$ cat src/sv/cesd_pkg.sv
`default_nettype none

package cesd_pkg;

    typedef enum logic [1:0] {
        MODE_PLAIN,
        MODE_ESC,
        MODE_HEX,
        MODE_OCT
    } mode_t;

    localparam logic [7:0] CH_BACKSLASH = 8'h5C;
    localparam logic [7:0] CH_X         = 8'h78;

    localparam int QDEPTH = 4;
    localparam int QAW    = 2;
    localparam int QCW    = 3;

    typedef struct packed {
        logic [7:0] in_byte;
        logic       last_byte;
    } in_item_t;

    typedef struct packed {
        logic [7:0]  out_byte;
        logic        has_byte;
        logic [15:0] out_count;
        logic        end_of_string;
    } out_item_t;

    typedef struct packed {
        logic [1:0] n;
        out_item_t  r0;
        out_item_t  r1;
    } dec_res_t;

    // {valid, digit value}
    function automatic logic [4:0] hex_val(input logic [7:0] c);
        logic [4:0] r;
        r = 5'd0;
        if (c >= 8'h30 && c <= 8'h39)
        begin
            r = {1'b1, 4'(c - 8'h30)};
        end
        else if (c >= 8'h61 && c <= 8'h66)
        begin
            r = {1'b1, 4'(c - 8'h57)};
        end
        else if (c >= 8'h41 && c <= 8'h46)
        begin
            r = {1'b1, 4'(c - 8'h37)};
        end
        return r;
    endfunction

    // {valid, decoded byte}
    function automatic logic [8:0] esc_val(input logic [7:0] c);
        logic [8:0] r;
        case (c)
            8'h72:   r = {1'b1, 8'h0D};
            8'h6E:   r = {1'b1, 8'h0A};
            8'h74:   r = {1'b1, 8'h09};
            8'h5C:   r = {1'b1, 8'h5C};
            8'h66:   r = {1'b1, 8'h0C};
            8'h62:   r = {1'b1, 8'h08};
            8'h76:   r = {1'b1, 8'h0B};
            8'h61:   r = {1'b1, 8'h07};
            default: r = 9'd0;
        endcase
        return r;
    endfunction

endpackage

`default_nettype wire

$ cat src/sv/cesd_decode.sv
`default_nettype none

module cesd_decode #(
    parameter int COUNT_WIDTH = 16
) (
    input  wire logic               clk,
    input  wire logic               rst_n,
    input  wire logic               fire,
    input  wire cesd_pkg::in_item_t item,
    input  wire logic [15:0]        output_limit,
    output cesd_pkg::dec_res_t      res
);

    localparam int CMPW = (COUNT_WIDTH > 16) ? COUNT_WIDTH : 16;

    cesd_pkg::mode_t        mode_reg, mode_next;
    logic [7:0]             value_reg, value_next;
    logic [1:0]             digits_reg, digits_next;
    logic [COUNT_WIDTH-1:0] count_reg, count_next, count1;

    logic [7:0] c;
    logic       last;
    logic       is_oct;
    logic [4:0] hexv;
    logic [8:0] escv;
    logic [1:0] digits_inc;

    logic       e0_vld, e1_vld;
    logic [7:0] e0_byte, e1_byte;
    logic       keep0, keep1;
    logic [CMPW-1:0] cnt_x, cnt1_x, lim_x, cnt_p1_x, cnt_p2_x;

    assign c          = item.in_byte;
    assign last       = item.last_byte;
    assign is_oct     = c inside {[8'h30:8'h37]};
    assign hexv       = cesd_pkg::hex_val(c);
    assign escv       = cesd_pkg::esc_val(c);
    assign digits_inc = digits_reg + 2'd1;

    always_comb
    begin
        mode_next   = mode_reg;
        value_next  = value_reg;
        digits_next = digits_reg;
        case (mode_reg)
            cesd_pkg::MODE_PLAIN:
            begin
                if (c == cesd_pkg::CH_BACKSLASH)
                begin
                    mode_next = cesd_pkg::MODE_ESC;
                end
            end
            cesd_pkg::MODE_ESC:
            begin
                mode_next = cesd_pkg::MODE_PLAIN;
                if (!escv[8])
                begin
                    if (c == cesd_pkg::CH_X)
                    begin
                        mode_next   = cesd_pkg::MODE_HEX;
                        value_next  = 8'd0;
                        digits_next = 2'd0;
                    end
                    else if (is_oct)
                    begin
                        mode_next   = cesd_pkg::MODE_OCT;
                        value_next  = {5'd0, c[2:0]};
                        digits_next = 2'd1;
                    end
                end
            end
            cesd_pkg::MODE_HEX:
            begin
                if (hexv[4])
                begin
                    if (digits_reg == 2'd0)
                    begin
                        value_next  = {4'd0, hexv[3:0]};
                        digits_next = 2'd1;
                    end
                    else
                    begin
                        mode_next = cesd_pkg::MODE_PLAIN;
                    end
                end
                else
                begin
                    mode_next = (c == cesd_pkg::CH_BACKSLASH) ? cesd_pkg::MODE_ESC
                                                              : cesd_pkg::MODE_PLAIN;
                end
            end
            cesd_pkg::MODE_OCT:
            begin
                if (is_oct)
                begin
                    value_next  = {value_reg[4:0], c[2:0]};
                    digits_next = digits_inc;
                    if (digits_inc == 2'd3)
                    begin
                        mode_next = cesd_pkg::MODE_PLAIN;
                    end
                end
                else
                begin
                    mode_next = (c == cesd_pkg::CH_BACKSLASH) ? cesd_pkg::MODE_ESC
                                                              : cesd_pkg::MODE_PLAIN;
                end
            end
            default:
            begin
                mode_next = cesd_pkg::MODE_PLAIN;
            end
        endcase
    end

    always_comb
    begin
        e0_vld  = 1'b0;
        e0_byte = c;
        e1_vld  = 1'b0;
        e1_byte = c;
        case (mode_reg)
            cesd_pkg::MODE_PLAIN:
            begin
                e0_vld = (c != cesd_pkg::CH_BACKSLASH);
            end
            cesd_pkg::MODE_ESC:
            begin
                if (escv[8])
                begin
                    e0_vld  = 1'b1;
                    e0_byte = escv[7:0];
                end
                else
                begin
                    e0_vld = (c != cesd_pkg::CH_X) && !is_oct;
                end
            end
            cesd_pkg::MODE_HEX:
            begin
                if (hexv[4])
                begin
                    e0_vld  = (digits_reg != 2'd0);
                    e0_byte = {value_reg[3:0], hexv[3:0]};
                end
                else
                begin
                    e0_vld  = 1'b1;
                    e0_byte = (digits_reg != 2'd0) ? value_reg : cesd_pkg::CH_X;
                    e1_vld  = (c != cesd_pkg::CH_BACKSLASH);
                end
            end
            cesd_pkg::MODE_OCT:
            begin
                if (is_oct)
                begin
                    e0_vld  = (digits_inc == 2'd3);
                    e0_byte = {value_reg[4:0], c[2:0]};
                end
                else
                begin
                    e0_vld  = 1'b1;
                    e0_byte = value_reg;
                    e1_vld  = (c != cesd_pkg::CH_BACKSLASH);
                end
            end
            default:
            begin
                e0_vld = 1'b0;
            end
        endcase
        // flush a pending hex or octal escape on the final character
        if (last && mode_next == cesd_pkg::MODE_HEX)
        begin
            e0_vld  = 1'b1;
            e0_byte = (digits_next != 2'd0) ? value_next : cesd_pkg::CH_X;
        end
        else if (last && mode_next == cesd_pkg::MODE_OCT)
        begin
            e0_vld  = 1'b1;
            e0_byte = value_next;
        end
    end

    assign cnt_x    = CMPW'(count_reg);
    assign lim_x    = CMPW'(output_limit);
    assign keep0    = e0_vld && (cnt_x < lim_x) && (count_reg != '1);
    assign count1   = count_reg + COUNT_WIDTH'(keep0);
    assign cnt1_x   = CMPW'(count1);
    assign keep1    = e1_vld && (cnt1_x < lim_x) && (count1 != '1);
    assign cnt_p1_x = cnt_x + CMPW'(1);
    assign cnt_p2_x = cnt_x + CMPW'(2);

    always_comb
    begin
        res = '0;
        if (keep0)
        begin
            res.r0.out_byte  = e0_byte;
            res.r0.has_byte  = 1'b1;
            res.r0.out_count = cnt_p1_x[15:0];
            res.n            = 2'd1;
            if (keep1)
            begin
                res.r1.out_byte  = e1_byte;
                res.r1.has_byte  = 1'b1;
                res.r1.out_count = cnt_p2_x[15:0];
                res.n            = 2'd2;
            end
        end
        else if (keep1)
        begin
            res.r0.out_byte  = e1_byte;
            res.r0.has_byte  = 1'b1;
            res.r0.out_count = cnt_p1_x[15:0];
            res.n            = 2'd1;
        end
        if (last)
        begin
            if (res.n == 2'd0)
            begin
                res.r0.out_count     = cnt_x[15:0];
                res.r0.end_of_string = 1'b1;
                res.n                = 2'd1;
            end
            else if (res.n == 2'd1)
            begin
                res.r0.end_of_string = 1'b1;
            end
            else
            begin
                res.r1.end_of_string = 1'b1;
            end
        end
    end

    assign count_next = last ? '0
                             : count1 + COUNT_WIDTH'(keep1);

    always_ff @(posedge clk or negedge rst_n)
    begin
        if (!rst_n)
        begin
            mode_reg   <= cesd_pkg::MODE_PLAIN;
            value_reg  <= 8'd0;
            digits_reg <= 2'd0;
            count_reg  <= '0;
        end
        else if (fire)
        begin
            mode_reg   <= last ? cesd_pkg::MODE_PLAIN : mode_next;
            value_reg  <= last ? 8'd0 : value_next;
            digits_reg <= last ? 2'd0 : digits_next;
            count_reg  <= count_next;
        end
    end

endmodule

`default_nettype wire

$ cat src/sv/cesd_res_queue.sv
`default_nettype none

module cesd_res_queue (
    input  wire logic                clk,
    input  wire logic                rst_n,
    input  wire logic                push,
    input  wire cesd_pkg::dec_res_t  res,
    output logic                     room,
    output logic                     out_valid,
    input  wire logic                out_ready,
    output cesd_pkg::out_item_t      out_data
);

    cesd_pkg::out_item_t mem [cesd_pkg::QDEPTH];

    logic [cesd_pkg::QAW-1:0] wr_ptr_reg, wr_ptr_next, rd_ptr_reg, rd_ptr_next;
    logic [cesd_pkg::QCW-1:0] count_reg, count_next;
    logic [cesd_pkg::QAW-1:0] wr_ptr_inc;
    logic [1:0]               push_n;
    logic                     pop;

    assign push_n     = push ? res.n : 2'd0;
    assign pop        = out_valid && out_ready;
    assign out_valid  = (count_reg != '0);
    assign room       = (count_reg <= cesd_pkg::QCW'(cesd_pkg::QDEPTH - 2));
    assign out_data   = mem[rd_ptr_reg];
    assign wr_ptr_inc = wr_ptr_reg + cesd_pkg::QAW'(1);

    assign wr_ptr_next = wr_ptr_reg + cesd_pkg::QAW'(push_n);
    assign rd_ptr_next = rd_ptr_reg + cesd_pkg::QAW'(pop);
    assign count_next  = count_reg + cesd_pkg::QCW'(push_n) - cesd_pkg::QCW'(pop);

    always_ff @(posedge clk)
    begin
        if (push_n != 2'd0)
        begin
            mem[wr_ptr_reg] <= res.r0;
        end
        if (push_n == 2'd2)
        begin
            mem[wr_ptr_inc] <= res.r1;
        end
    end

    always_ff @(posedge clk or negedge rst_n)
    begin
        if (!rst_n)
        begin
            wr_ptr_reg <= '0;
            rd_ptr_reg <= '0;
            count_reg  <= '0;
        end
        else
        begin
            wr_ptr_reg <= wr_ptr_next;
            rd_ptr_reg <= rd_ptr_next;
            count_reg  <= count_next;
        end
    end

endmodule

`default_nettype wire

$ cat src/sv/c_escape_sequence_decoder_unit.sv
`default_nettype none

// Decodes a C-escaped character stream, one character per request, into raw bytes.
// A character is taken every cycle while the result queue has room; it is decoded
// combinationally from the input register, and its results go into a four-entry
// result queue. A character yields zero, one or two results; the output port
// delivers one result per cycle from the queue while out_ready is high, so a
// character that closes a hex or octal escape and also produces a plain byte
// yields two results in turn, and input back-pressure follows when the queue has
// fewer than two free entries. output_limit must be written through the cfg port
// between strings, which is not enforced; results past the limit are dropped.
module c_escape_sequence_decoder_unit #(
    parameter int COUNT_WIDTH = 16
) (
    input  wire logic                clk,
    input  wire logic                rst_n,
    input  wire logic                in_valid,
    output logic                     in_ready,
    input  wire cesd_pkg::in_item_t  in_data,
    output logic                     out_valid,
    input  wire logic                out_ready,
    output cesd_pkg::out_item_t      out_data,
    input  wire logic                cfg_valid,
    output logic                     cfg_ready,
    input  wire logic [15:0]         cfg_data
);

    cesd_pkg::in_item_t in_reg;
    logic               in_vld_reg, in_vld_next;
    logic [15:0]        limit_reg;
    logic               fire;
    logic               room;
    cesd_pkg::dec_res_t res;

    assign cfg_ready   = 1'b1;
    assign fire        = in_vld_reg && room;
    assign in_ready    = !in_vld_reg || fire;
    assign in_vld_next = (in_valid && in_ready) || (in_vld_reg && !fire);

    always_ff @(posedge clk)
    begin
        if (in_valid && in_ready)
        begin
            in_reg <= in_data;
        end
    end

    always_ff @(posedge clk or negedge rst_n)
    begin
        if (!rst_n)
        begin
            in_vld_reg <= 1'b0;
            limit_reg  <= 16'hFFFF;
        end
        else
        begin
            in_vld_reg <= in_vld_next;
            if (cfg_valid && cfg_ready)
            begin
                limit_reg <= cfg_data;
            end
        end
    end

    cesd_decode #(
        .COUNT_WIDTH (COUNT_WIDTH)
    ) u_decode (
        .clk          (clk),
        .rst_n        (rst_n),
        .fire         (fire),
        .item         (in_reg),
        .output_limit (limit_reg),
        .res          (res)
    );

    cesd_res_queue u_queue (
        .clk       (clk),
        .rst_n     (rst_n),
        .push      (fire),
        .res       (res),
        .room      (room),
        .out_valid (out_valid),
        .out_ready (out_ready),
        .out_data  (out_data)
    );

    a_marker_ends: assert property (@(posedge clk) disable iff (!rst_n)
        out_valid && !out_data.has_byte |-> out_data.end_of_string)
        else $error("bare marker without end of string");

    a_marker_zero: assert property (@(posedge clk) disable iff (!rst_n)
        out_valid && !out_data.has_byte |-> out_data.out_byte == 8'd0)
        else $error("bare marker carries a byte");

    a_cfg_write: assert property (@(posedge clk) disable iff (!rst_n)
        cfg_valid && cfg_ready |=> limit_reg == $past(cfg_data))
        else $error("limit register not updated");

    a_stall_holds: assert property (@(posedge clk) disable iff (!rst_n)
        !in_ready |-> in_vld_reg && !room)
        else $error("input stalled without a full queue");

endmodule

`default_nettype wire
$ cat config.mk
export PLATFORM = sky130hd
export DESIGN_NAME = c_escape_sequence_decoder_unit
export DESIGN_NICKNAME = d
export VERILOG_FILES = /design/src/sv/cesd_pkg.sv /design/src/sv/cesd_decode.sv /design/src/sv/cesd_res_queue.sv /design/src/sv/c_escape_sequence_decoder_unit.sv
export SDC_FILE = /design/constraint.sdc
export NUM_CORES = 1
export LEC_CHECK = 0
export ABC_AREA = 1
export BUFFER_PORTS_ARGS = -buffer_cell sky130_fd_sc_hd__buf_2
export CAP_MARGIN = 5
export CORE_MARGIN = 2
export CORE_UTILIZATION = 50
export DETAILED_ROUTE_END_ITERATION = 7
export PLACE_DENSITY = 0.76
export REMOVE_ABC_BUFFERS = 1
export SYNTH_ARGS = -nofsm -noshare
export SYNTH_HDL_FRONTEND = slang
export SYNTH_SLANG_ARGS = --single-unit
$ cat constraint.sdc
create_clock -name clk -period 7.4 [get_ports clk]
set_input_delay 1.11 -clock clk [delete_from_list [all_inputs] [get_ports clk]]
set_output_delay 1.11 -clock clk [all_outputs]
set_load 0.1 [all_outputs]
# Word-level counts from Yosys, hierarchy flattened
# Memories as Yosys holds them, arrays and structs flattened.
# Index checks and enable logic that the tools add are counted.
# totals
regBits	61
ramBits	104
inputBits	30
output_inout_bits	29
wordCells	150
mem_count	1
# mem_list
memory	words	width	read_ports	rd_ports_with_merged_regs	wr	line	source
u_queue.mem	4	26	1	0	2	cesd_res_queue.sv:14	cesd_pkg::out_item_t mem [cesd_pkg::QDEPTH];
# op_classes
add_sub_neg	13
n_lt_le_gt_ge	10
eq_ne	21
n_mux	67
n_reduce_logical	27
# op_table
cell	n
$mux W8	13
$eq A8 B7 Y1 const B	9
$pmux W9 S8	1
$mux W25	2
$pmux W8 S3	2
$mux W2	20
$add A16 B1 Y16	2
$lt A16 B16 Y1	2
$mux W16	2
$ne A16 B16 Y1 const B	2
$mux W27	1
$mux W26	1
$mux W1	17
$mux W17	1
$add A16 B1 Y16 const B	1
$add A16 B2 Y16 const B	1
$ge A8 B7 Y1 const B	2
$le A8 B6 Y1 const B	2
$le A8 B7 Y1 const B	2
$ne A8 B7 Y1 const B	2
$logic_and A1 B1 Y1	15
$mux W5	3
$eq A2 B2 Y1 const B	6
$ge A8 B6 Y1 const B	1
18 further kinds	28

# Longest topological paths before layout
# Gate-level depths: netlist (run 1).
# logic_depth
ltp_word	26
ltp_mapped	42
ltp_nobuf	41

# Modules after synthesis
# From an unflattened synthesis (run 1), not the netlist that was laid out.
# unflattened
cells_unflattened	1484
area_unflattened_um2	11937.7
# modules_own_cells
module	instances	cells_each	area_per_inst_um2	seq_area_each_um2
cesd_res_queue	1	598	6082.1	3298.2
cesd_decode	1	800	4852.2	700.7
c_escape_sequence_decoder_unit	1	86	1003.5	715.7

# Worst setup path before layout (run 1)
# No wires, ideal clock.
# synth_timing
kind	register to register
from	register in_reg[1] in the netlist's numbering
to	memory u_queue.mem[0][0] in the netlist's numbering, enable pin
setup_time_ps	445
t_arrival_ps	6527
required_time_ps	6955
slack_ps	428
stages_incl_launch_ff	36
synth_period_minus_slack_ps	6972
path_cell_list	edfxtp_1 buf_2 inv_1 ha_1 inv_1 nand3_1 nand3_4 nand2_2 nand3_1 nand3_2 nand2_1 o21ai_2 nand3_4 inv_2 ha_1 ha_1 inv_1 nor2_4 nand3_1 inv_1 nand2_1 xnor2_2 ha_1 nand2_1 inv_1 nand3_1 inv_1 a21oi_1 nand2_1 nor2_4 nand2_8 ha_1 nand2_1 o21ai_0 o21ai_0 o21ai_0
# synth_lines
element	line	source
start: declaration	c_escape_sequence_decoder_unit.sv:28	cesd_pkg::in_item_t in_reg;
start signal: assignment	c_escape_sequence_decoder_unit.sv:44	in_reg <= in_data;
end: declaration	cesd_res_queue.sv:14	

==> metrics.log, run 1 <==
[metrics] WHS Path Cells: 2
[metrics] final critical-path required period: roughly 6.7 ns
[metrics] element type at the critical path end: flip-flop
[metrics] width of the die: 154 um
[metrics] clock tree from TritonCTS: built
[metrics] post-synthesis xor/xnor area fraction: 0.0405
[metrics] final hold viol count: 0
[metrics] overall via count from detail_route: slightly above 10,000
[metrics] wire length reported by the detailed router: 30,900 um
[metrics] CTS clock-pin slew for the worst setup and hold paths: 0.08 ns
[metrics] Cell Int Power: about 2100 uW
[metrics] average detailed-routed wire length per instance: roughly 18 um
[metrics] number of clock buffers inserted by TritonCTS: 17
[metrics] Final period util: 0.899
[metrics] synthesized netlist cell count: roughly 1,400
[metrics] switching share of total power: 0.504
[metrics] setup repair after global routing missed its margin: false
[metrics] Worst slew margin: 0.377
[metrics] die area: 0.0237 mm^2
[metrics] reg-to-reg startpoint: in_reg[2]
[metrics] LEAKAGE: 0.00537 uW
[metrics] end of the worst hold path: limit_reg[0]
[metrics] crit start category: flip-flop
[metrics] final-layout setup total negative slack: 0 ns
[metrics] Seq/Total Area, Yosys: 0.419
[metrics] antenna violations before repair: 0
[metrics] power density over the cells: 334 mW/mm^2
[metrics] share of flip-flops with an asynchronous set or reset after synthesis: 0.315
[metrics] worst min path class: reg2reg
[metrics] wire length of the first global-routing pass: 50,100 um
[metrics] power share of the sequential group: 0.299
[metrics] synthesis-stage register bit count: 165
[metrics] Most used DFF post-synth: sky130_fd_sc_hd__edfxtp_1
[metrics] number of antenna cells inserted: 0
[metrics] maximum number of pins on one net before global-route repair: 54
[metrics] fraction of layout cells with a size suffix above 1: 0.136
[metrics] initial cell density of the core: 0.512
[metrics] metal2 WL: 13,900 um
[metrics] CP Class: reg2reg
[metrics] number of detailed-route iterations in the first pass: 6
[metrics] area added between synthesis and finish: 10.4%
[metrics] launch point of the worst hold path: limit_reg[0]
[metrics] vias in the first global route: 9,373
[metrics] worst-path fanout max: 20
[metrics] Root Buffer Master: sky130_fd_sc_hd__clkbuf_16
[metrics] placer's final routability congestion estimate: 0.984
[metrics] amount of wire on met3 after detailed routing: 2540 um
[metrics] Bufs on Longest Clock Path: 2
[metrics] clock latency of the later-clocked register in the worst-skew pair: 0.44 ns
[metrics] worst reg-to-reg setup slack: 0.75 ns
[metrics] adder-cell area share of the yosys netlist: 0.0596
[metrics] power consumption: 4140 uW
[metrics] Residual DRC: 0
[metrics] total number of yosys warnings: 0
[metrics] number of port buffers: 57
[metrics] critical path data arrival time: 6.77 ns
[metrics] site row count: 54
[metrics] Slowest Stage Delay on Critical Path: 0.51 ns
[metrics] residual antenna-violating net count after detailed routing: 0
[metrics] CP most frequent cell: sky130_fd_sc_hd__inv_1
[metrics] layout net count: 1,532
[metrics] IR drop worst, VDD: 0.210 mV
[metrics] total setup violations reported at the end of the flow: 0
[metrics] wire length on met1: around 14,000 um
[metrics] portion of total power attributed to combinational logic: 0.473
[metrics] highest routed layer: met4
[metrics] Global Route Usage Sum: 0.265
[metrics] clock power share: 0.228
[metrics] proportion of netlist area held by the largest area contributor: 0.302
[metrics] synth cell count leaders: sky130_fd_sc_hd__nand2_1 (269), sky130_fd_sc_hd__nand3_1 (191), sky130_fd_sc_hd__inv_1 (137)
[metrics] fmax: between 150 and 200 MHz
[metrics] dominant combinational cell family by area after synthesis: simple AND/OR/NAND/NOR gates
[metrics] most frequently used cell type in the post-synthesis netlist: sky130_fd_sc_hd__nand2_1
[metrics] library cell occupying the most area in the post-synthesis netlist: sky130_fd_sc_hd__edfxtp_1
[metrics] Core Area: 0.0220 mm^2
[metrics] share of synthesized cell area in and, or, nand and nor gates: 0.273
[metrics] height of the die: about 150 um
[metrics] number of slew-limit violations in the final report: 0
[metrics] max cap viols: 0
[metrics] deepest level of the CTS H-tree: 4
[metrics] multiplexer area fraction after synthesis: 0
[metrics] top cells by area in the synthesized netlist: sky130_fd_sc_hd__edfxtp_1 (30%), sky130_fd_sc_hd__nand2_1 (9.0%), sky130_fd_sc_hd__nand3_1 (8.5%), sky130_fd_sc_hd__dfrtp_1 (8.0%), sky130_fd_sc_hd__o21ai_0 (5.8%)
[metrics] Largest register FFs: 104
[metrics] worst reg2reg path endpoint: u_queue.mem[1][6]
[metrics] io pins: 59
[metrics] number of clock sinks: 165
[metrics] area of the mapped netlist: ~0.011 mm^2
[metrics] count of routing violations after the opening detailed-route iteration: between 1,000 and 1,500
[metrics] Worst Skew: 0.00809 ns
[metrics] worst-path cell with the longest stage delay: sky130_fd_sc_hd__edfxtp_1
[metrics] cell depth of the worst flop-to-flop path: 35
[metrics] run status: finished clean
[metrics] mean cell area of the mapped netlist: 7.96 um^2
[metrics] actual transition at the worst max-transition pin: 0.929 ns
[metrics] aggregate global routing overflow: 0
[metrics] Via-to-Cell Ratio: 5.78
[metrics] data required time of the worst path: 7.51 ns
[metrics] P_sw: 2090 uW
[metrics] complex-gate fraction of the synthesized area: 0.127
[metrics] count of flip-flops with a built-in enable after synthesis: 113
[metrics] post-DP HPWL: approximately 22,000 um
[metrics] post-synth cell types: 53
## layout make-up
cell class / count / area, um^2
clock buffer: 17 / 425
sequential: 165 / 4710
clock inverter: 15 / 190
tap: 280 / 350
multi-input combinational: 1028 / 5650
fill: 1981 / 9540
inverter: 146 / 551
timing repair buffer: 91 / 538
## per-layer routing
metal	vias to the layer above	global-route usage
li1	4885	-
met1	4668	0.377
met2	454	0.419
met3	54	0.0426
met4	0	0.0797
met5	-	0
## power by group through the flow
stage	sequential [uW]	clock, uW	combinational (uW)
after global routing	1250	987	2100
final	1240	945	1960
after CTS	1240	951	1950
after detailed placement	1260	0	1950
after floorplan	1280	0	1470
after global placement	1250	0	1920
## critical path, delay by kind of cell, from the launching register on
kind | cells | cell delay [ns]
buffers and inverters | 8 | 1.18
AOI/OAI and AO/OA | 4 | 1.21
and+or+nand+nor | 17 | 2.12
DFF | 1 | 0.51
xor gates and xnor gates | 1 | 0.16
adders and majority gates | 5 | 1.17
## worst max path at each step
stage | from | endpoint | depth (start not counted)
global route | in_reg[1] | u_decode.cnt_x[15] | 38
finish | in_reg[2] | u_queue.mem[1][6] | 35
CTS | in_reg[2] | u_queue.mem[1][11] | 32
global placement | in_reg[2] | u_decode.cnt_x[15] | 40
detailed placement | in_reg[2] | u_queue.mem[1][5] | 34
floorplan | in_reg[1] | u_queue.mem[0][0] | 37
## cells by family after synthesis
logic type,count (synthesis)
other cells,1
flops,165
compound gates,262
xor+xnor,46
simple gates,666
fa+ha+maj,53
buf+inv,219
## stage by stage
stage	util	setup slack, ns	hold slack [ns]	std cells	instance area (um^2)
floorplan	-	-0.383	0.464	1339	10900
global placement	0.536	0.708	0.496	1706	11800
detailed placement	0.536	0.582	0.510	1706	11800
CTS	0.564	0.543	0.521	1738	12400
global route	0.566	0.0414	0.547	1742	12400
finish	0.566	0.746	0.514	1742	12400
## layout by cell type (no fill, tap or decap), types with 16 or more instances in the layout
cell,count
sky130_fd_sc_hd__inv_1,136
sky130_fd_sc_hd__nand3_1,191
sky130_fd_sc_hd__nand2_1,269
sky130_fd_sc_hd__dfrtp_1,36
sky130_fd_sc_hd__xor2_1,38
sky130_fd_sc_hd__o21ai_0,127
sky130_fd_sc_hd__o22ai_1,42
sky130_fd_sc_hd__buf_2,57
sky130_fd_sc_hd__dfstp_2,16
sky130_fd_sc_hd__a21oi_1,27
sky130_fd_sc_hd__o21ai_1,37
sky130_fd_sc_hd__clkbuf_16,17
sky130_fd_sc_hd__nor2_1,125
sky130_fd_sc_hd__ha_1,52
sky130_fd_sc_hd__nand4_1,19
sky130_fd_sc_hd__buf_4,33
sky130_fd_sc_hd__edfxtp_1,113
## what timing repair did
| action | CTS | global route |
|---|---|---|
| gates resized for setup | 0 | 1 |
| buffers inserted | 0 | 4 |
| hold buffers | 0 | 0 |
| endpoints found under the setup margin | 0 | 110 |
| hold endpoints to repair | 0 | 0 |
No activity file was read; power rests on OpenSTA's default activity.
==> run 2: changes to the inputs <==
--- a/config.mk
+++ b/config.mk
@@ -8,10 +8,12 @@
 export ABC_AREA = 1
 export BUFFER_PORTS_ARGS = -buffer_cell sky130_fd_sc_hd__buf_2
 export CAP_MARGIN = 5
+export CELL_PAD_IN_SITES_DETAIL_PLACEMENT = 0
+export CELL_PAD_IN_SITES_GLOBAL_PLACEMENT = 2
 export CORE_MARGIN = 2
-export CORE_UTILIZATION = 50
+export CORE_UTILIZATION = 34
 export DETAILED_ROUTE_END_ITERATION = 7
-export PLACE_DENSITY = 0.76
+export PLACE_DENSITY = 0.83
 export REMOVE_ABC_BUFFERS = 1
 export SYNTH_ARGS = -nofsm -noshare
 export SYNTH_HDL_FRONTEND = slang
==> run 2 against run 1 <==
  * Combinational power is essentially flat
  * Worst setup slack improved by 0.013 ns
  * Clock skew up 0.010 ns
  * Clock-buffer cell count unchanged
==> metrics.log, run 2 (synthesized netlist as in run 1, its figures left out) <==
[metrics] run status: finished clean
[metrics] power consumption: 4160 uW (+0.38%)
[metrics] leading cell types in the layout, fill and taps excluded: sky130_fd_sc_hd__nand2_1 (269), sky130_fd_sc_hd__nand3_1 (191), sky130_fd_sc_hd__inv_1 (137)
[metrics] residual antenna-violating net count after detailed routing: 0 (unchanged)
[metrics] Residual DRC: 0 (unchanged)
[metrics] metal2 WL: 15,100 um (+8.6%)
[metrics] amount of wire on met3 after detailed routing: 1770 um (-30%)
[metrics] layout net count: 1,529 (-0.20%)
[metrics] Core Area: 0.0325 mm^2 (+48%)
[metrics] critical path buffer and inverter count: 9 (+1)
[metrics] Slowest Stage Delay on Critical Path: 0.40 ns (-0.11 ns)
[metrics] Largest register FFs: 104 (unchanged)
[metrics] critical path data arrival time: 6.83 ns (+0.06 ns)
[metrics] element type at the critical path end: flip-flop
[metrics] Via-to-Cell Ratio: 5.14 (-11%)
[metrics] wire length of the first global-routing pass: 54,000 um (+7.7%)
[metrics] worst min path class: reg2reg
[metrics] IR drop worst, VDD: 0.359 mV (+71%)
[metrics] vias in the first global route: 9,430 (+0.61%)
[metrics] aggregate global routing overflow: 0 (unchanged)
[metrics] max cap viols: 0 (unchanged)
[metrics] crit start category: flip-flop
[metrics] deepest level of the CTS H-tree: 4 (unchanged)
[metrics] cts hold-fix bufs: 0 (unchanged)
[metrics] wire length reported by the detailed router: 34,100 um (+10%)
[metrics] worst-path cell with the longest stage delay: sky130_fd_sc_hd__edfxtp_1
[metrics] CP Class: reg2reg
[metrics] final hold viol count: 0 (unchanged)
[metrics] number of clock sinks: 165 (unchanged)
[metrics] maximum number of pins on one net before global-route repair: 55 (+1.9%)
[metrics] Worst slew margin: 0.365 (-0.0117)
[metrics] number of clock buffers inserted by TritonCTS: 17 (unchanged)
[metrics] fraction of layout cells with a size suffix above 1: 0.134 (-0.00178)
[metrics] area added between synthesis and finish: 12.5%
[metrics] number of detailed-route iterations in the first pass: 8 (+2)
[metrics] placer's final routability congestion estimate: 0.876 (-11%)
[metrics] Bufs on Longest Clock Path: 2 (unchanged)
[metrics] actual transition at the worst max-transition pin: 0.951 ns (+0.0223 ns)
[metrics] power density over the cells: 329 mW/mm^2 (-1.5%)
[metrics] cell type group with the largest total delay on the critical path: simple AND/OR/NAND/NOR gates
[metrics] CTS clock-pin slew for the worst setup and hold paths: 0.07 ns (about the same)
[metrics] clock latency of the later-clocked register in the worst-skew pair: 0.44 ns (about the same)
[metrics] most common cell after layout, fill and taps aside: sky130_fd_sc_hd__nand2_1
[metrics] worst-path fanout max: 16 (-20%)
[metrics] Worst Skew: 0.0185 ns (+0.0104 ns)
[metrics] number of filler cells placed in the layout: 3,404 (+72%)
[metrics] worst reg-to-reg setup slack: 0.76 ns (about the same)
[metrics] die area: 0.0345 mm^2 (+46%)
[metrics] Final period util: 0.898 (-0.00173)
[metrics] count of routing violations after the opening detailed-route iteration: 928 (-23%)
[metrics] initial cell density of the core: 0.346 (-0.166)
[metrics] total setup violations reported at the end of the flow: 0 (unchanged)
[metrics] final critical-path required period: 6.64 ns (-0.0128 ns)
[metrics] Root Buffer Master: sky130_fd_sc_hd__clkbuf_16
[metrics] average detailed-routed wire length per instance: 17.9 um (+0.84%)
[metrics] wire length on met1: 16,700 um (+21%)
[metrics] CP most frequent cell: sky130_fd_sc_hd__inv_1
[metrics] site row count: 66 (+22%)
[metrics] final-layout setup total negative slack: 0 ns (unchanged)
[metrics] cell depth of the worst flop-to-flop path: 39 (+11%)
[metrics] number of antenna cells inserted: 0 (unchanged)
[metrics] number of slew-limit violations in the final report: 0 (unchanged)
[metrics] antenna violations before repair: 0 (unchanged)
[metrics] setup repair after global routing missed its margin: false
[metrics] overall via count from detail_route: 9,779 (-2.8%)
[metrics] fmax: 151 MHz (+0.19%)
[metrics] last element of the critical path: u_queue.mem[3][15]
[metrics] data required time of the worst path: 7.59 ns (+0.08 ns)
[metrics] number of port buffers: 57 (unchanged)
[metrics] io pins: 59 (unchanged)
[metrics] Global Route Usage Sum: 0.204 (-0.0614)
[metrics] worst reg2reg path endpoint: u_queue.mem[3][15]
[metrics] LEAKAGE: 0.00536 uW (-0.16%)
[metrics] highest routed layer: met4
[metrics] clock tree from TritonCTS: built
[metrics] total stage count of the critical path: 39 (+11%)
[metrics] height of the die: 186 um (+21%)
[metrics] critical path startpoint: in_reg[1]
[metrics] reg-to-reg startpoint: in_reg[1]
[metrics] width of the die: 186 um (+21%)
[metrics] post-DP HPWL: 24,100 um (+11%)
-- run 2: repair_timing --
| action | in CTS | in global routing |
|---|---|---|
| gates resized for setup | 0 | 2 |
| setup endpoints to repair | 0 | 27 |
| buffers inserted | 0 | 1 |
-- run 2: per-layer routing --
metal  global-route usage  vias to the layer above
li1                     -                     4879
met1                0.299                     4579
met2                0.320                      290
met3               0.0235                       31
met4               0.0479                        0
met5                    0                        -
-- run 2: area by class of cell --
| class | count | area [um^2] | area share |
|---|---|---|---|
| clock buffers | 17 | 425 | 0.0336 |
| clock inverters | 15 | 175 | 0.0138 |
| inverters | 146 | 552 | 0.0436 |
| multi-input cells | 1028 | 5650 | 0.447 |
| flip-flops and latches | 165 | 4710 | 0.373 |
| well taps | 442 | 553 | 0.0437 |
| repair buffers | 88 | 581 | 0.0459 |
-- run 2: worst min path at each step --
stage	start	to	slack, ns	depth (start not counted)
after floorplan	u_queue.count_reg[2]	u_queue.count_reg[2]	0.46	1
after global placement	u_queue.count_reg[2]	u_queue.count_reg[2]	0.50	1
after detailed placement	in_vld_reg	in_vld_reg	0.50	2
after CTS	u_queue.count_reg[2]	u_queue.count_reg[2]	0.51	1
after global routing	in_vld_reg	in_vld_reg	0.55	2
final	u_queue.count_reg[2]	u_queue.count_reg[2]	0.50	1
-- run 2: stage by stage --
step | setup WS, ns | area [um^2] | hold WS [ns] | util | cells
after floorplan | -0.383 | 10900 | 0.464 | - | 1339
after global placement | 0.634 | 12000 | 0.500 | 0.370 | 1868
after detailed placement | 0.596 | 12000 | 0.501 | 0.370 | 1868
after CTS | 0.573 | 12600 | 0.512 | 0.389 | 1900
after global routing | 0.117 | 12700 | 0.547 | 0.389 | 1901
final | 0.758 | 12700 | 0.504 | 0.389 | 1901
-- run 2: power breakdown --
| group | leakage (uW) | internal (uW) | switching (uW) |
|---|---|---|---|
| Combinational | 0.00335 | 380 | 1600 |
| Clock | 0.000291 | 534 | 410 |
| Sequential | 0.00172 | 1170 | 73.0 |
==> run 3: changes to the inputs <==
--- a/config.mk
+++ b/config.mk
@@ -15,6 +15,8 @@
 export DETAILED_ROUTE_END_ITERATION = 7
 export PLACE_DENSITY = 0.83
 export REMOVE_ABC_BUFFERS = 1
+export SLEW_MARGIN = 20
 export SYNTH_ARGS = -nofsm -noshare
 export SYNTH_HDL_FRONTEND = slang
+export SYNTH_HIERARCHICAL = 1
 export SYNTH_SLANG_ARGS = --single-unit
==> run 3 against run 2 <==
  * Clock skew fell by 0.00052 ns
  * Combinational power rose by 4%
  * Clock-buffer cell count rose by 1
  * Utilization fell by 0.91 points
  * Die area rose by 6.0%
  * Non-clock buffer count fell by 7
==> metrics.log, run 3 <==
[metrics] area added between synthesis and finish: 9.90%
[metrics] residual antenna-violating net count after detailed routing: 0 (unchanged)
[metrics] final hold viol count: 0 (unchanged)
[metrics] IR drop worst, VDD: 0.417 mV (+16%)
[metrics] placer's final routability congestion estimate: 0.895 (+2.2%)
[metrics] final critical-path required period: 6.67 ns (+0.0287 ns)
[metrics] number of antenna cells inserted: 0 (unchanged)
[metrics] area of the mapped netlist: 0.0119 mm^2 (+6.2%)
[metrics] CP most frequent cell: sky130_fd_sc_hd__nand2_1
[metrics] vias in the first global route: 9,579 (+1.6%)
[metrics] Final period util: 0.901 (+0.00388)
[metrics] final design utilization: 0.380 (-0.00912)
[metrics] layout net count: 1,606 (+5.0%)
[metrics] number of clock buffers inserted by TritonCTS: 17 (unchanged)
[metrics] CP Class: reg2reg
[metrics] CTS clock-pin slew for the worst setup and hold paths: 0.08 ns (about the same)
[metrics] Via-to-Cell Ratio: 4.86 (-5.6%)
[metrics] element type at the critical path end: flip-flop
[metrics] LEAKAGE: 0.00586 uW (+9.3%)
[metrics] highest routed layer: met4
[metrics] io pins: 59 (unchanged)
[metrics] Worst Skew: 0.0180 ns (-0.000517 ns)
[metrics] proportion of netlist area held by the largest area contributor: 0.284 (-0.0175)
[metrics] worst min path class: reg2reg
[metrics] fraction of layout cells with a size suffix above 1: 0.210 (+0.0758)
[metrics] area of the multi-input gates: 0.00602 mm^2 (+6.4%)
[metrics] power density over the cells: 323 mW/mm^2 (-1.7%)
[metrics] Slowest Stage Delay on Critical Path: 0.50 ns (+0.10 ns)
[metrics] critical path buffer and inverter count: 9 (unchanged)
[metrics] mean cell area of the mapped netlist: 8.04 um^2 (+1.0%)
[metrics] Residual DRC: 0 (unchanged)
[metrics] antenna violations before repair: 0 (unchanged)
[metrics] count of routing violations after the opening detailed-route iteration: 620 (-33%)
[metrics] Most used DFF post-synth: sky130_fd_sc_hd__edfxtp_1
[metrics] average detailed-routed wire length per instance: 16.3 um (-9.2%)
[metrics] cell type group with the largest total delay on the critical path: simple AND/OR/NAND/NOR gates
[metrics] storage element area: 0.00472 mm^2 (about the same)
[metrics] library cell occupying the most area in the post-synthesis netlist: sky130_fd_sc_hd__edfxtp_1
[metrics] crit start category: flip-flop
[metrics] power consumption: 4240 uW (+2.0%)
[metrics] total setup violations reported at the end of the flow: 0 (unchanged)
[metrics] final-layout setup total negative slack: 0 ns (unchanged)
[metrics] Seq/Total Area, Yosys: 0.395 (-0.0243)
[metrics] run status: finished clean
[metrics] post-synth cell types: 48 (-9.4%)
[metrics] number of port buffers: 57 (unchanged)
[metrics] synthesized netlist cell count: 1,484 (+5.1%)
[metrics] worst-path cell with the longest stage delay: sky130_fd_sc_hd__edfxtp_1
[metrics] deepest level of the CTS H-tree: 4 (unchanged)
[metrics] width of the die: 191 um (+3.0%)
[metrics] die area: 0.0366 mm^2 (+6.0%)
[metrics] wire length on met1: 16,000 um (-4.4%)
[metrics] Root Buffer Master: sky130_fd_sc_hd__clkbuf_16
[metrics] share of flip-flops with an asynchronous set or reset after synthesis: 0.315 (unchanged)
[metrics] Largest register FFs: 104 (unchanged)
[metrics] Global Route Usage Sum: 0.185 (-0.0184)
[metrics] synth cell count leaders: sky130_fd_sc_hd__nand2_1 (332), sky130_fd_sc_hd__inv_1 (184), sky130_fd_sc_hd__nor2_1 (154)
[metrics] number of detailed-route iterations in the first pass: 5 (-3)
[metrics] number of slew-limit violations in the final report: 0 (unchanged)
[metrics] critical path data arrival time: 6.99 ns (+0.16 ns)
[metrics] aggregate global routing overflow: 0 (unchanged)
[metrics] top cells by area in the synthesized netlist: sky130_fd_sc_hd__edfxtp_1 (28%), sky130_fd_sc_hd__nand2_1 (10%), sky130_fd_sc_hd__o21ai_2 (8.0%), sky130_fd_sc_hd__dfrtp_1 (7.5%), sky130_fd_sc_hd__inv_1 (5.8%)
[metrics] clock latency of the later-clocked register in the worst-skew pair: 0.45 ns (about the same)
[metrics] number of filler cells placed in the layout: 3,601 (+5.8%)
[metrics] data required time of the worst path: 7.72 ns (+0.13 ns)
[metrics] leading cell types in the layout, fill and taps excluded: sky130_fd_sc_hd__nand2_1 (332), sky130_fd_sc_hd__inv_1 (183), sky130_fd_sc_hd__nor2_1 (154)
[metrics] total number of yosys warnings: 6 (+6)
[metrics] initial cell density of the core: 0.346 (about the same)
[metrics] worst-case setup margin in the final layout: 0.730 ns (-0.0287 ns)
[metrics] most common cell after layout, fill and taps aside: sky130_fd_sc_hd__nand2_1
[metrics] worst-path fanout max: 8 (-8)
[metrics] site row count: 68 (+3.0%)
[metrics] overall via count from detail_route: 9,676 (-1.1%)
[metrics] setup repair after global routing missed its margin: false
[metrics] synthesis-stage register bit count: 165 (unchanged)
[metrics] metal2 WL: 14,700 um (-3.3%)
[metrics] count of flip-flops with a built-in enable after synthesis: 113 (unchanged)
[metrics] max cap viols: 0 (unchanged)
[metrics] wire length of the first global-routing pass: 53,100 um (-1.8%)
[metrics] Worst slew margin: 0.416 (+0.0509)
[metrics] height of the die: 191 um (+3.0%)
[metrics] wire length reported by the detailed router: 32,400 um (-4.9%)
[metrics] actual transition at the worst max-transition pin: 0.875 ns (-0.0766 ns)
[metrics] Setup WS pre-CTS: 0.676 ns (+0.0793 ns)
[metrics] number of clock sinks: 165 (unchanged)
[metrics] amount of wire on met3 after detailed routing: 1200 um (-32%)
[metrics] post-DP HPWL: 24,100 um (about the same)
[metrics] maximum number of pins on one net before global-route repair: 54 (-1.8%)
[metrics] clock tree from TritonCTS: built
[metrics] most frequently used cell type in the post-synthesis netlist: sky130_fd_sc_hd__nand2_1
[metrics] Core Area: 0.0345 mm^2 (+6.2%)
[metrics] fmax: 150 MHz (-0.43%)
[metrics] Bufs on Longest Clock Path: 2 (unchanged)
## run 3: cell count changes in the layout (fill, tap and decap cells not counted), moves of 30 or more
cell and delta:
sky130_fd_sc_hd__nand2_1 +63, sky130_fd_sc_hd__o21ai_1 -33, sky130_fd_sc_hd__o22ai_1 -30, sky130_fd_sc_hd__o21ai_2 +104, sky130_fd_sc_hd__inv_1 +46, sky130_fd_sc_hd__nand3_1 -110
## run 3: worst paths after layout
| path | from | endpoint | slack, ns | depth (start not counted) |
|---|---|---|---|---|
| hold reg to reg | limit_reg[4] | limit_reg[4] | 0.47 | 2 |
| max in group asynchronous | rst_n | u_queue/rd_ptr_reg[0] | 5.97 | 2 |
| hold / removal | limit_reg[4] | limit_reg[4] | 0.47 | 2 |
| min in group asynchronous | rst_n | u_decode/cnt_x[11] | 0.84 | 2 |
| setup reg to reg | in_reg[2] | u_queue/count_reg[2] | 0.73 | 44 |
| setup / recovery | in_reg[2] | u_queue/count_reg[2] | 0.73 | 44 |
## run 3: area by class of cell
type / instances / area share
Timing Repair Buffer: 81 / 0.0383
Inverter: 196 / 0.0565
Clock buffer: 18 / 0.0327
Tap cell: 455 / 0.0434
Multi-Input combinational cell: 1063 / 0.459
Clock inverter: 14 / 0.0110
Sequential cell: 165 / 0.359
## run 3: per-stage QoR
step | hold WS (ns) | instances | area (um^2)
floorplan | 0.447 | 1424 | 11500
global placement | 0.458 | 1958 | 12500
detailed placement | 0.458 | 1958 | 12500
CTS | 0.471 | 1990 | 13100
global route | 0.484 | 1992 | 13100
finish | 0.469 | 1992 | 13100
## run 3: cell families (layout without fill, tap and decap cells)
family / after synthesis / after routing / synth area share
other cells: 1 / 1 / 0.000314
buf+inv: 256 / 309 / 0.101
xor+xnor: 39 / 39 / 0.0308
flops: 165 / 165 / 0.395
fa+ha+maj: 52 / 52 / 0.0551
compound gates: 306 / 306 / 0.168
simple gates: 665 / 665 / 0.250
## run 3: repair_timing
item	in CTS	in global routing
setup buffers	0	2
hold buffers	0	0
gates resized for setup	0	1
endpoints found under the setup margin	0	1
## run 3: tightest hold or removal path: cells and delay by family, from the launching register on
family,cells,cell delay (ns)
AO/OA/AOI/OAI,1,0.06
buffers and inverters,1,0.04
flip-flops,1,0.37
## run 3: layer usage
layer	global-route usage	up-vias
li1	-	4964
met1	0.262	4483
met2	0.295	190
met3	0.0250	39
met4	0.0533	0
met5	0	-
## run 3: where the power goes
| part | internal, uW | switching (uW) |
|---|---|---|
| sequential | 1200 | 103 |
| clock | 475 | 417 |
| combinational | 417 | 1630 |
